File: config.mk
export PLATFORM = sky130hd
export DESIGN_NAME = quoted_printable_decoder_unit
export DESIGN_NICKNAME = d
export VERILOG_FILES = /design/src/rtl/core/qpd_pkg.sv /design/src/rtl/core/qpd_front.sv /design/src/rtl/core/qpd_queue.sv /design/src/rtl/core/qpd_back.sv /design/src/rtl/core/quoted_printable_decoder_unit.sv
export SDC_FILE = /design/constraint.sdc
export NUM_CORES = 1
export LEC_CHECK = 0
export BUFFER_PORTS_ARGS = -buffer_cell sky130_fd_sc_hd__buf_2
export CAP_MARGIN = 25
export CORE_ASPECT_RATIO = 0.9
export CORE_UTILIZATION = 35
export DETAILED_ROUTE_END_ITERATION = 10
export PLACE_DENSITY = 0.57
export SYNTH_ARGS = -nofsm -noshare
export SYNTH_HDL_FRONTEND = slang
export SYNTH_SLANG_ARGS = --single-unit
File: constraint.sdc
create_clock -name clk -period 3.9 [get_ports clk]
set_input_delay 0.39 -clock clk [delete_from_list [all_inputs] [get_ports clk]]
set_output_delay 0.39 -clock clk [all_outputs]
set_load 0.05 [all_outputs]
File: src/rtl/core/qpd_pkg.sv
// Shared types, character constants and hex helpers for the quoted-printable decoder.
package qpd_pkg;

    localparam int QUEUE_DEPTH_DEF = 4;

    localparam logic [7:0] CH_EQ = 8'h3D;
    localparam logic [7:0] CH_CR = 8'h0D;
    localparam logic [7:0] CH_LF = 8'h0A;
    localparam logic [7:0] CH_SP = 8'h20;

    localparam logic [1:0] POS_FIRST  = 2'd0;
    localparam logic [1:0] POS_SECOND = 2'd1;
    localparam logic [1:0] POS_THIRD  = 2'd2;

    typedef struct packed {
        logic [1:0] cnt;
        logic [7:0] b0;
        logic [7:0] b1;
        logic [7:0] b2;
    } entry_t;

    function automatic logic hex_valid(input logic [7:0] c);
        hex_valid = (c >= 8'h30 && c <= 8'h39) || (c >= 8'h41 && c <= 8'h46) ||
                    (c >= 8'h61 && c <= 8'h66);
    endfunction

    function automatic logic [3:0] hex_val(input logic [7:0] c);
        logic [7:0] d;
        d = 8'h00;
        if (c >= 8'h30 && c <= 8'h39)
        begin
            d = c - 8'h30;
        end
        else if (c >= 8'h41 && c <= 8'h46)
        begin
            d = c - 8'h37;
        end
        else if (c >= 8'h61 && c <= 8'h66)
        begin
            d = c - 8'h57;
        end
        hex_val = d[3:0];
    endfunction

endpackage

File: src/rtl/core/qpd_front.sv
// Front end: accepts raw bytes, tracks header and escape state, and forms result groups.
module qpd_front
    import qpd_pkg::*;
(
    input  logic       clk,
    input  logic       rst_n,
    input  logic       cfg_wr_en,
    input  logic       cfg_wr_data,
    input  logic       accept,
    input  logic [7:0] in_byte,
    output logic       push,
    output entry_t     entry
);

    logic       in_body_reg, in_body_next;
    logic       prev_lf_reg, prev_lf_next;
    logic       in_esc_reg, in_esc_next;
    logic [1:0] pos_reg, pos_next;
    logic [7:0] held_reg, held_next;
    logic       cr_reg, cr_next;
    logic       blank_reg, blank_next;

    always_comb
    begin
        in_body_next = in_body_reg;
        prev_lf_next = prev_lf_reg;
        in_esc_next  = in_esc_reg;
        pos_next     = pos_reg;
        held_next    = held_reg;
        cr_next      = cr_reg;
        blank_next   = blank_reg;
        entry        = '0;

        if (!in_body_reg)
        begin
            entry.cnt = 2'd1;
            entry.b0  = in_byte;
            if (in_byte != CH_CR)
            begin
                if (prev_lf_reg && in_byte == CH_LF)
                begin
                    in_body_next = 1'b1;
                end
                prev_lf_next = (in_byte == CH_LF);
            end
        end
        else if (!in_esc_reg)
        begin
            if (in_byte == CH_EQ)
            begin
                in_esc_next = 1'b1;
                pos_next    = POS_FIRST;
                cr_next     = 1'b0;
                blank_next  = 1'b0;
            end
            else
            begin
                entry.cnt = 2'd1;
                entry.b0  = in_byte;
            end
        end
        else
        begin
            unique case (pos_reg)
                POS_FIRST:
                begin
                    if (in_byte == CH_EQ)
                    begin
                        entry.cnt = 2'd1;
                        entry.b0  = CH_EQ;
                    end
                    else if (in_byte == CH_LF)
                    begin
                        in_esc_next = 1'b0;
                    end
                    else if (in_byte == CH_CR)
                    begin
                        held_next = in_byte;
                        cr_next   = 1'b1;
                        pos_next  = POS_SECOND;
                    end
                    else if (in_byte == CH_SP)
                    begin
                        held_next  = in_byte;
                        blank_next = 1'b1;
                        pos_next   = POS_SECOND;
                    end
                    else if (hex_valid(in_byte))
                    begin
                        held_next = in_byte;
                        pos_next  = POS_SECOND;
                    end
                    else
                    begin
                        entry.cnt   = 2'd2;
                        entry.b0    = CH_EQ;
                        entry.b1    = in_byte;
                        in_esc_next = 1'b0;
                    end
                end
                POS_SECOND:
                begin
                    if (in_byte == CH_EQ)
                    begin
                        if (!cr_reg)
                        begin
                            entry.cnt = 2'd2;
                            entry.b0  = CH_EQ;
                            entry.b1  = held_reg;
                        end
                        pos_next   = POS_FIRST;
                        cr_next    = 1'b0;
                        blank_next = 1'b0;
                    end
                    else if (cr_reg)
                    begin
                        if (in_byte != CH_LF)
                        begin
                            entry.cnt = 2'd1;
                            entry.b0  = in_byte;
                        end
                        in_esc_next = 1'b0;
                        pos_next    = POS_FIRST;
                        cr_next     = 1'b0;
                        blank_next  = 1'b0;
                    end
                    else if (blank_reg)
                    begin
                        if (in_byte == CH_LF)
                        begin
                            in_esc_next = 1'b0;
                            pos_next    = POS_FIRST;
                            blank_next  = 1'b0;
                        end
                        else if (in_byte == CH_CR)
                        begin
                            cr_next  = 1'b1;
                            pos_next = POS_THIRD;
                        end
                        else
                        begin
                            entry.cnt   = 2'd3;
                            entry.b0    = CH_EQ;
                            entry.b1    = CH_SP;
                            entry.b2    = in_byte;
                            in_esc_next = 1'b0;
                            pos_next    = POS_FIRST;
                            blank_next  = 1'b0;
                        end
                    end
                    else if (hex_valid(in_byte))
                    begin
                        entry.cnt   = 2'd1;
                        entry.b0    = {hex_val(held_reg), hex_val(in_byte)};
                        in_esc_next = 1'b0;
                        pos_next    = POS_FIRST;
                    end
                    else
                    begin
                        entry.cnt   = 2'd3;
                        entry.b0    = CH_EQ;
                        entry.b1    = held_reg;
                        entry.b2    = in_byte;
                        in_esc_next = 1'b0;
                        pos_next    = POS_FIRST;
                    end
                end
                default:
                begin
                    if (in_byte == CH_EQ)
                    begin
                        pos_next   = POS_FIRST;
                        cr_next    = 1'b0;
                        blank_next = 1'b0;
                    end
                    else
                    begin
                        if (in_byte != CH_LF)
                        begin
                            entry.cnt = 2'd1;
                            entry.b0  = in_byte;
                        end
                        in_esc_next = 1'b0;
                        pos_next    = POS_FIRST;
                        cr_next     = 1'b0;
                        blank_next  = 1'b0;
                    end
                end
            endcase
        end
    end

    assign push = accept && (entry.cnt != 2'd0);

    always_ff @(posedge clk or negedge rst_n)
    begin
        if (!rst_n)
        begin
            in_body_reg <= 1'b0;
            prev_lf_reg <= 1'b0;
            in_esc_reg  <= 1'b0;
            pos_reg     <= POS_FIRST;
            held_reg    <= 8'h00;
            cr_reg      <= 1'b0;
            blank_reg   <= 1'b0;
        end
        else if (accept)
        begin
            in_body_reg <= in_body_next;
            prev_lf_reg <= prev_lf_next;
            in_esc_reg  <= in_esc_next;
            pos_reg     <= pos_next;
            held_reg    <= held_next;
            cr_reg      <= cr_next;
            blank_reg   <= blank_next;
        end
        else if (cfg_wr_en && !cfg_wr_data)
        begin
            in_body_reg <= 1'b1;
        end
    end

endmodule

File: src/rtl/core/qpd_queue.sv
// Short queue of result groups between the front end and the output serialiser.
module qpd_queue
    import qpd_pkg::*;
#(
    parameter int DEPTH = QUEUE_DEPTH_DEF
)
(
    input  logic   clk,
    input  logic   rst_n,
    input  logic   push,
    input  entry_t push_entry,
    output logic   full,
    input  logic   pop,
    output logic   not_empty,
    output entry_t head
);

    localparam int PW = (DEPTH > 1) ? $clog2(DEPTH) : 1;
    localparam int CW = $clog2(DEPTH + 1);
    localparam logic [PW-1:0] PTR_LAST = PW'(DEPTH - 1);
    localparam logic [CW-1:0] CNT_FULL = CW'(DEPTH);

    entry_t        store_reg [DEPTH];
    logic [PW-1:0] wr_ptr_reg;
    logic [PW-1:0] rd_ptr_reg;
    logic [CW-1:0] count_reg;
    logic          do_push;
    logic          do_pop;

    assign full      = (count_reg == CNT_FULL);
    assign not_empty = (count_reg != '0);
    assign head      = store_reg[rd_ptr_reg];
    assign do_push   = push && !full;
    assign do_pop    = pop && not_empty;

    always_ff @(posedge clk)
    begin
        if (do_push)
        begin
            store_reg[wr_ptr_reg] <= push_entry;
        end
    end

    always_ff @(posedge clk or negedge rst_n)
    begin
        if (!rst_n)
        begin
            wr_ptr_reg <= '0;
            rd_ptr_reg <= '0;
            count_reg  <= '0;
        end
        else
        begin
            if (do_push)
            begin
                wr_ptr_reg <= (wr_ptr_reg == PTR_LAST) ? '0 : wr_ptr_reg + 1'b1;
            end
            if (do_pop)
            begin
                rd_ptr_reg <= (rd_ptr_reg == PTR_LAST) ? '0 : rd_ptr_reg + 1'b1;
            end
            if (do_push && !do_pop)
            begin
                count_reg <= count_reg + 1'b1;
            end
            else if (do_pop && !do_push)
            begin
                count_reg <= count_reg - 1'b1;
            end
        end
    end

endmodule

File: src/rtl/core/qpd_back.sv
// Back end: holds one result group and sends its bytes out one transaction at a time.
module qpd_back
    import qpd_pkg::*;
(
    input  logic       clk,
    input  logic       rst_n,
    input  logic       q_not_empty,
    input  entry_t     q_head,
    output logic       q_pop,
    output logic       m_tvalid,
    input  logic       m_tready,
    output logic [7:0] m_tdata,
    output logic       m_tlast
);

    logic       valid_reg;
    entry_t     entry_reg;
    logic [1:0] idx_reg;
    logic       fire;
    logic       load;

    assign m_tvalid = valid_reg;
    assign m_tlast  = (idx_reg == entry_reg.cnt - 2'd1);
    assign fire     = valid_reg && m_tready;
    assign load     = !valid_reg || (fire && m_tlast);
    assign q_pop    = load && q_not_empty;

    always_comb
    begin
        case (idx_reg)
            2'd0:    m_tdata = entry_reg.b0;
            2'd1:    m_tdata = entry_reg.b1;
            default: m_tdata = entry_reg.b2;
        endcase
    end

    always_ff @(posedge clk)
    begin
        if (q_pop)
        begin
            entry_reg <= q_head;
        end
    end

    always_ff @(posedge clk or negedge rst_n)
    begin
        if (!rst_n)
        begin
            valid_reg <= 1'b0;
            idx_reg   <= 2'd0;
        end
        else if (load)
        begin
            valid_reg <= q_not_empty;
            idx_reg   <= 2'd0;
        end
        else if (fire)
        begin
            idx_reg <= idx_reg + 2'd1;
        end
    end

endmodule

File: src/rtl/core/quoted_printable_decoder_unit.sv
// Top level of the quoted-printable decoder with optional mail header pass-through.
// The first output byte of an input transaction is written into the queue on acceptance and
// then loaded into the back end's output register, from which it is offered.
// Throughput: one input per cycle while the queue has room; output runs one byte per cycle,
// while m_tready is high, so an input's several bytes hold the output until all are sent.
// Reset clears the queue and decoder state and re-enables header pass-through.
module quoted_printable_decoder_unit
    import qpd_pkg::*;
#(
    parameter int QUEUE_DEPTH = QUEUE_DEPTH_DEF
)
(
    input  logic       clk,
    input  logic       rst_n,
    input  logic       cfg_wr_en,
    input  logic       cfg_wr_data,   // pass_header
    input  logic       s_tvalid,
    output logic       s_tready,
    input  logic [7:0] s_tdata,       // in_byte
    output logic       m_tvalid,
    input  logic       m_tready,
    output logic [7:0] m_tdata,       // out_byte
    output logic       m_tlast
);

    logic   accept;
    logic   push;
    entry_t push_entry;
    logic   full;
    logic   pop;
    logic   not_empty;
    entry_t head;

    assign s_tready = !full;
    assign accept   = s_tvalid && s_tready;

    qpd_front u_front (
        .clk         (clk),
        .rst_n       (rst_n),
        .cfg_wr_en   (cfg_wr_en),
        .cfg_wr_data (cfg_wr_data),
        .accept      (accept),
        .in_byte     (s_tdata),
        .push        (push),
        .entry       (push_entry)
    );

    qpd_queue #(
        .DEPTH (QUEUE_DEPTH)
    ) u_queue (
        .clk        (clk),
        .rst_n      (rst_n),
        .push       (push),
        .push_entry (push_entry),
        .full       (full),
        .pop        (pop),
        .not_empty  (not_empty),
        .head       (head)
    );

    qpd_back u_back (
        .clk         (clk),
        .rst_n       (rst_n),
        .q_not_empty (not_empty),
        .q_head      (head),
        .q_pop       (pop),
        .m_tvalid    (m_tvalid),
        .m_tready    (m_tready),
        .m_tdata     (m_tdata),
        .m_tlast     (m_tlast)
    );

endmodule

==> results.ini <==
[critical_path]
critical_path_required_ns=4.24
cp_data_arrival_time_ns=3.45
maximum_fanout_count_along_the_critical_path=10
rrSetupSlack_ns=1.00
worst_setup_path_startpoint=s_tdata[0]
timing.rr.start=u_front.in_esc_reg
worstRegToRegCells=9
worst_r2r_endpoint=u_queue.count_reg[1]
end_of_the_critical_path=u_queue.count_reg[2]
worstSetupEndpointType=register
kind_of_launch_point_of_the_worst_setup_path=input pin
path_class=in2reg

[power_and_ir_drop]
power_mw=5.626
seq_power_share_pct=43.3
net_switching_share_of_the_total_power_pct=33.23
p_leak_nw=2.934
switchingPower_mw=1.869
p_clk_share_pct=28.0
power.combinational.fraction_pct=28.7
worst_ir_drop_vdd_uv=286.0
cellInternalPower_mw=3.757
power_density_nw_per_um2=691.7

[finish]
flip_flop_count_of_the_largest_register_after_layout=104
drive_above_1_share_pct=21.51
area_growth_syn_to_layout_pct=14.22
num-nets-final=549
n_fill_cell=1833
antenna_cells=0

[flow_run]
maxCapViolCount=0

[cts]
cts_repair_resize_count=0
total_setup_buffers_inserted_after_cts=0
cts_max_level=4
clk_pin_slew_ns=0.06
cts-root-to-sink-buffers=2
clock_tree_from_tritoncts=built
cts_buffers=17
cts-hold-fix-buffers=0
worst_skew_pair.late_latency_ns=0.42
ctsRootBufferMaster=clkbuf_16
clock-sinks=155

[synthesis]
synth_seq_cells=155
average_footprint_of_a_synthesized_cell_sq_um=14.68
ys.warnings.count=0
mappedNetlistArea_sq_um=7121
dominantRegCellSynth=edfxtp_1
postSynthNetCount=517
synthCells=485
yosysSeqAreaShare_pct=63.61
distinct_cell_type_count_of_the_synthesized_netlist=74
synth_edf_count=130
async_set_or_reset_register_ratio_after_synthesis_pct=16.13

[sta]
slew_headroom_pct=51.00
setup_violations=0
worst_hold_slack_ns=-0.008909
timing_max_transition_violations_final=0
achievable-frequency_mhz=321.0
skew_ns=0.01110
setup-tns-final_ns=0
grt_setup_unrepaired=false
finalHoldViolCount=24
layout_worst_path_cycle_share_pct=79.87
layout_min_cycle_time_ns=3.115
max_slew.worst_pin.slew_ns=0.7236

[grt]
grt_usage_pct=16.23
first_global_vias=4399
grt_antenna_before_repair=0
grt_start_max_net_pins=30
globalRouteOverflowTotal=0
grt_pass1_wl_um=25210

[drt]
via_count=4327
antenna_viol_nets_final=0
drt_drc_violations_left=1
avgViaCountPerCell=5.512
detail_route.wirelength_um=15990
drtPass1Iterations=8
dr.first_iter.drc_count=551
routedWlPerCell_um=20.37

[status]
status=finished with violations
violations=design-rule violations, negative hold slack

[place]
io_buffers=24
dp_hpwl_um=10510
place.gp.congestion=0.8959

[floorplanning]
core-area_sq_um=19990
design.die.area_sq_um=20920
starting_density_of_the_core_pct=35.63
boundaryPins=25
fp.dieH_um=137.3
placement_rows=49
floorplan.die.width_um=152.4

[worst_hold_path]
hold_class=in2async

==> through the flow <==
stage / setup slack [ns] / util [%] / std cells / instance area, sq um
6_report: 0.7850 / 40.69 / 785 / 8133
5_1_grt: 0.5432 / 40.69 / 785 / 8133
4_1_cts: 0.7954 / 40.59 / 784 / 8113
3_5_place_dp: 0.3682 / 37.78 / 752 / 7551
3_3_place_gp: 0.4888 / 37.78 / 752 / 7551
2_1_floorplan: 0.1552 / - / 485 / 7121
==> critical path: stages <==
cell and delay [ns]:
buf_2 0.22, inv_1 0.14, ha_1 0.25, a21bo_2 0.22, o32ai_1 0.21, o221ai_1 0.24, nor4b_2 0.39, o31a_4 0.24
ha_1 0.20, inv_1 0.07, fa_1 0.44, xor2_1 0.17, nor2_1 0.11, xor2_1 0.15
==> metal layers <==
layer / GRT usage (%) / wire [um]
met1: 21.45 / 7443
met5: 0 / 0
met3: 4.404 / 934
met4: 4.649 / 272
met2: 26.37 / 7337
==> power by group through the flow <==
stage	registers, mW	logic [mW]	clock network (mW)
6_report	2.43	1.62	1.57
5_1_grt	2.48	1.75	1.68
4_1_cts	2.50	1.57	1.61
3_5_place_dp	2.53	1.57	0
3_3_place_gp	2.52	1.54	0
2_1_floorplan	2.37	1.25	0
==> final cells by class <==
class                   instances  area (sq um)  area share [%]
flip-flops and latches        155          4531           55.71
clock inverters                15         136.4           1.677
repair buffers                 39         245.2           3.015
inverters                      13         48.80          0.6000
multi-input cells             291          2427           29.85
well taps                     255         319.1           3.923
clock buffers                  17         425.4           5.231
==> logic make-up (layout without fill, tap and decap cells) <==
kind of cell               after synthesis  count (layout)  share of synthesized area [%]
DFF                                    155             155                          63.61
and+or+nand+nor                        137             137                          10.44
AOI/OAI and AO/OA                       94              94                          9.683
buffers and inverters                   39              84                          2.302
muxes                                   38              38                          10.21
adders and majority gates               18              18                          3.268
xor gates and xnor gates                 4               4                         0.4921
==> synth_stat cells (all sizes together), types with 13 or more instances <==
cell type / number / area share, %
edfxtp: 130 / 55
ha: 17 / 3.0
and2: 14 / 1.2
dfrtp: 25 / 8.8
o21ai: 15 / 1.2
nor2: 23 / 1.3
nand2: 43 / 2.3
inv: 13 / 0.69
nand3: 15 / 1.1
a21oi: 18 / 1.3
mux4: 26 / 8.2
clkbuf: 14 / 0.74
==> cells in the final DEF, fill, tap and decap left out, drive strengths merged, types with 9 or more instances in the layout <==
cell type  Yosys  final
a21oi         18     18
and2          14     14
buf           12     39
clkbuf        14     17
dfrtp         25     25
edfxtp       130    130
ha            17     17
inv           13     20
mux2          11     11
mux4          26     26
nand2         43     43
nand3         15     15
nor2          23     23
nor2b          9      9
o21ai         15     15
==> how the worst min path moves through the flow <==
stage | startpoint | end | slack [ns]
6_report | rst_n | u_front.pos_reg[1] | -0.009
5_1_grt | rst_n | u_queue.count_reg[0] | 0.02
4_1_cts | rst_n | u_queue.count_reg[0] | 0.007
3_5_place_dp | rst_n | u_front.pos_reg[1] | 0.45
3_3_place_gp | rst_n | u_front.pos_reg[1] | 0.44
2_1_floorplan | rst_n | u_back.idx_reg[0] | 0.09
Power figures use the tool's default switching activity.
